--- src/rtl/mpsm_ram.sv ---
module mpsm_ram #(
   parameter int Width = 8,
   parameter int Depth = 256
) (
   input  logic                     clock,
   input  logic                     wr_en,
   input  logic [$clog2(Depth)-1:0] wr_addr,
   input  logic [Width-1:0]         wr_data,
   input  logic [$clog2(Depth)-1:0] rd_addr,
   output logic [Width-1:0]         rd_data
);
   logic [Width-1:0] mem [Depth];
   always_ff @(posedge clock) begin
      if (wr_en) mem[wr_addr] <= wr_data;
      rd_data <= mem[rd_addr];
   end
endmodule

--- config.mk ---
export PLATFORM = sky130hd
export DESIGN_NAME = mpsm_ram
export DESIGN_NICKNAME = d
export VERILOG_FILES = /design/src/rtl/mpsm_ram.sv
export SDC_FILE = /design/constraint.sdc
export NUM_CORES = 2
export LEC_CHECK = 0
export BUFFER_PORTS_ARGS = -buffer_cell sky130_fd_sc_hd__buf_2
export CORE_MARGIN = 5
export CORE_UTILIZATION = 43
export CTS_BUF_LIST = sky130_fd_sc_hd__clkbuf_16
export CTS_CLUSTER_SIZE = 14
export DETAILED_ROUTE_END_ITERATION = 10
export GPL_TIMING_DRIVEN = 0
export PLACE_DENSITY_LB_ADDON = 0.15
export SETUP_SLACK_MARGIN = 0.02
export SLEW_MARGIN = 20
export SYNTH_ARGS = -nofsm -noshare
export SYNTH_HDL_FRONTEND = slang
export SYNTH_SLANG_ARGS = --single-unit
--- constraint.sdc ---
create_clock -name clock -period 5.9 [get_ports clock]
set_clock_uncertainty 0.05 [all_clocks]
set_input_delay 0.295 -clock clock [delete_from_list [all_inputs] [get_ports clock]]
set_output_delay 0.295 -clock clock [all_outputs]
set_load 0.005 [all_outputs]
==> summary.json <==
{
  "yosys": {
    "post_synth.cell_area_avg_sq_um": 21.3,
    "synth_area_sq_mm": 0.0796,
    "synthAdderAreaFrac_pct": 0,
    "simple_logic_cell_fraction_of_the_synthesized_area_pct": 2.63,
    "dominant_combinational_cell_family_by_area_after_synthesis": "multiplexers",
    "post_synth_inst_count": 3733,
    "synth.yosys.warnings": 0,
    "yosys.area_share.xor_xnor_pct": 0,
    "synthesis.nets": 3759,
    "synthArstFlopShare_pct": 0,
    "synth-seq-cells": 2056,
    "yosys.area.top_type_share_pct": 77.3,
    "post-synth-top-area-cell": "sky130_fd_sc_hd__edfxtp_1",
    "synth_cell_type_count": 55,
    "synth_enable_flop_cells": 2048,
    "synth_flop_cell": "sky130_fd_sc_hd__edfxtp_1",
    "synthTopCellsByArea": "sky130_fd_sc_hd__edfxtp_1, sky130_fd_sc_hd__mux4_2, sky130_fd_sc_hd__mux2i_1",
    "share_of_the_yosys_chip_area_belonging_to_registers_pct": 77.5,
    "synth_compound_gate_area_share_pct": 3.42,
    "synthMuxAreaShare_pct": 14.6
  },
  "worst_setup_path": {
    "cpMostUsedCell": "sky130_fd_sc_hd__buf_2",
    "crit_path_start": "rd_addr[2]",
    "cp_top_family": "simple AND/OR/NAND/NOR gates",
    "arrival_ns": 4.62,
    "req_time_crit_path_ns": 6.49,
    "worstSetupPathDepth": 9,
    "timing.critical_path.fanout_max": 11,
    "timing.setup.critical_path_class": "primary input to flip-flop",
    "worstPathBufferInverterCount": 4,
    "worstSetupStartpointType": "primary input",
    "ff2ff_path_depth": 6,
    "worst_path_max_delay_cell": "sky130_fd_sc_hd__nor2_1",
    "end_kind": "flip-flop",
    "critical_path_max_stage_delay_ns": 0.79,
    "r2r_end": "rd_data[3]",
    "reg2reg_setup_slack_ns": 2.27,
    "critical_path.endpoint": "rd_data[3]",
    "reg2reg_from": "mem[80][3]",
    "path_cells": "buf_2, buf_2, buf_2, nor2_1, clkbuf_2, a22oi_1, a31oi_1, nor4_1, nor4_2"
  },
  "place": {
    "gpl.final_weighted_congestion": 0.900,
    "port-buffer-count": 26,
    "post_dp_cell_area_sq_mm": 0.0840,
    "pre_cts_ws_ns": 1.18,
    "hpwl_mm": 174
  },
  "clock_tree": {
    "root_buf_cell": "sky130_fd_sc_hd__clkbuf_16",
    "cts_inserted_buffers": 207,
    "numClockSinks": 2056,
    "cts_max_path_buffers": 3,
    "cts_resized": 0,
    "cts_htree_levels": 4,
    "tritoncts": "done",
    "path_clk_slew_ns": 0.06,
    "clk-insertion-delay-late_ns": 0.83
  },
  "floorplan": {
    "core_sq_mm": 0.183,
    "initial_core_utilization_pct": 43.4,
    "area_of_the_die_sq_mm": 0.194,
    "die_w_um": 440,
    "ios": 34,
    "num_rows": 157,
    "die_h_um": 440
  },
  "sta": {
    "hold_ws_ns": 0.290,
    "finalMaxSlewViolations": 0,
    "timing.final.hold_violations": 0,
    "timing.fmax_ghz": 0.248,
    "final_period_minus_worst_setup_slack_ns": 4.03,
    "finalWorstSetupSlack_ns": 1.87,
    "grt_setup_unrepaired": "no",
    "timing.setup.tns_ns": 0,
    "min_period_over_period_pct": 68.4,
    "timing_worst_slew_pin_value_ns": 1.22,
    "report.final.setup_viol": 0,
    "timing.slew.headroom_pct": 18.9
  },
  "detailed_routing": {
    "drt_first_pass_iters": 5,
    "met2_wirelength_mm": 113,
    "post_drt_via_cell_ratio": 6.20,
    "wl_met3_mm": 24.4,
    "wl_per_cell_um": 37.8,
    "routedLengthMet1_mm": 103,
    "dr.max_layer_used": "met5",
    "totalWireLength_mm": 252,
    "drcViolationCount": 0,
    "dr_total_vias": 41300,
    "ant_nets": 0,
    "drt_iter0_drc": 5953
  },
  "grt": {
    "grt.total_usage_pct": 26.0,
    "grt_first_pass_wirelength_mm": 343,
    "grt_overflow_total": 0,
    "vias_in_the_first_global_route": 40500,
    "number_of_antenna_violations_at_the_first_check_in_global_routing": 15,
    "largest_net_degree_at_the_start_of_global_routing": 127
  },
  "worst_hold_path": {
    "min-delay-path-class": "primary input to flip-flop"
  },
  "layout": {
    "final_area_sq_mm": 0.0904,
    "syn2layout_area_growth_pct": 13.6,
    "final_layout_size_suffix_gt1_share_pct": 23.4,
    "nNetsFinal": 4043
  },
  "job": {
    "maxCapViolations": 0
  },
  "pwr": {
    "power.static_leakage_nw": 28.0,
    "powerDensity_mw_per_mm2": 335,
    "totalPowerFinal_w": 0.0303,
    "vdd_ir_drop_max_uv": 263
  },
  "run_status": {
    "status": "completed"
  }
}
[worst min-delay path by stage]
stage | start | end | slack [ns] | cells after the start
finish | wr_addr[1] | mem[171][0] | 0.29 | 3
global route | wr_addr[1] | mem[171][0] | 0.29 | 3
CTS | wr_addr[1] | mem[155][3] | 0.19 | 3
detailed placement | wr_data[3] | mem[80][3] | 0.56 | 1
global placement | rd_data[1] | rd_data[1] | 0.63 | 1
floorplan | wr_data[0] | mem[0][0] | 0.34 | 0
[synthesized netlist by cell type (all sizes together), types with 2 or more instances]
cell,n
nor3,22
a22oi,133
nand4,10
o32ai,5
o22ai,28
a22o,8
mux4,456
buf,122
o22a,5
a31oi,2
o21ai,12
or2,4
o211ai,10
dfxtp,8
nand3,34
nor4,27
and3b,2
a221oi,14
a211oi,16
nor2,282
a21oi,96
a2111oi,5
nand2,33
edfxtp,2048
nor2b,31
nand3b,2
mux2i,134
o221ai,47
nand2b,8
clkbuf,111
a311oi,2
and2,6
[metrics by stage]
stage / instances / util [%]
after detailed placement: 6263 / 45.8
final: 6653 / 49.3
after CTS: 6644 / 49.2
after global routing: 6646 / 49.3
after global placement: 6223 / 45.1
after floorplan: 3733 / -
[kinds of logic after synthesis]
group / Yosys count
flip-flops: 2056
multiplexers: 591
AND/OR/NAND/NOR: 466
AO/OA/AOI/OAI: 385
buffers and inverters: 235
[repair_timing]
action / CTS / global route
buffers inserted: 0 / 0
hold endpoints to repair: 493 / 0
hold buffers: 8 / 0
[state kept, by name, summed over array words and instances, names as in the netlist]
register	cells
mem	2048
rd_data	8
[cell usage in the layout, fill, tap and decap left out, drive strengths merged, types with 14 or more instances in the layout]
master and n:
edfxtp 2048, mux4 456, clkbuf 321, nor2 282, buf 189, mux2i 134
a22oi 133, a21oi 96, clkinv 93, inv 61, o221ai 47, nand3 34
nand2 33, nor2b 31, o22ai 28, nor4 27, nor3 22, a211oi 16
a221oi 14
[worst reg2reg max path, cell delays in order (launching register included)]
cell                       delay (ns)
sky130_fd_sc_hd__edfxtp_1        0.37
sky130_fd_sc_hd__mux4_2          0.48
sky130_fd_sc_hd__a22o_1          0.30
sky130_fd_sc_hd__a221oi_1        0.90
sky130_fd_sc_hd__o32ai_1         0.43
sky130_fd_sc_hd__nor3_1          0.65
sky130_fd_sc_hd__nor4_2          0.26
[area by class of cell]
type                       instances  area, sq um
antenna                            8         20.0
buffer                           233         1500
clock buffer                     210         5260
clock inverter                   163         1030
fill                           15100        93100
inverter                           2         7.51
multi-input combinational       1442        16600
sequential                      2056        61700
tap                             2464         3080
timing repair buffer              75         1240
[layer usage]
layer | vias up | global-route usage, %
li1 | 16300 | -
met3 | 427 | 6.12
met5 | - | 0
met4 | 6 | 9.54
met1 | 22400 | 37.3
met2 | 2188 | 39.1
[where the power goes]
part / internal (W) / switching (W) / total, W
combinational: 0.000552 / 0.00125 / 0.00180
clock: 0.00684 / 0.00554 / 0.0124
sequential: 0.0161 / 0.00000952 / 0.0161
Power figures use the tool's default switching activity.
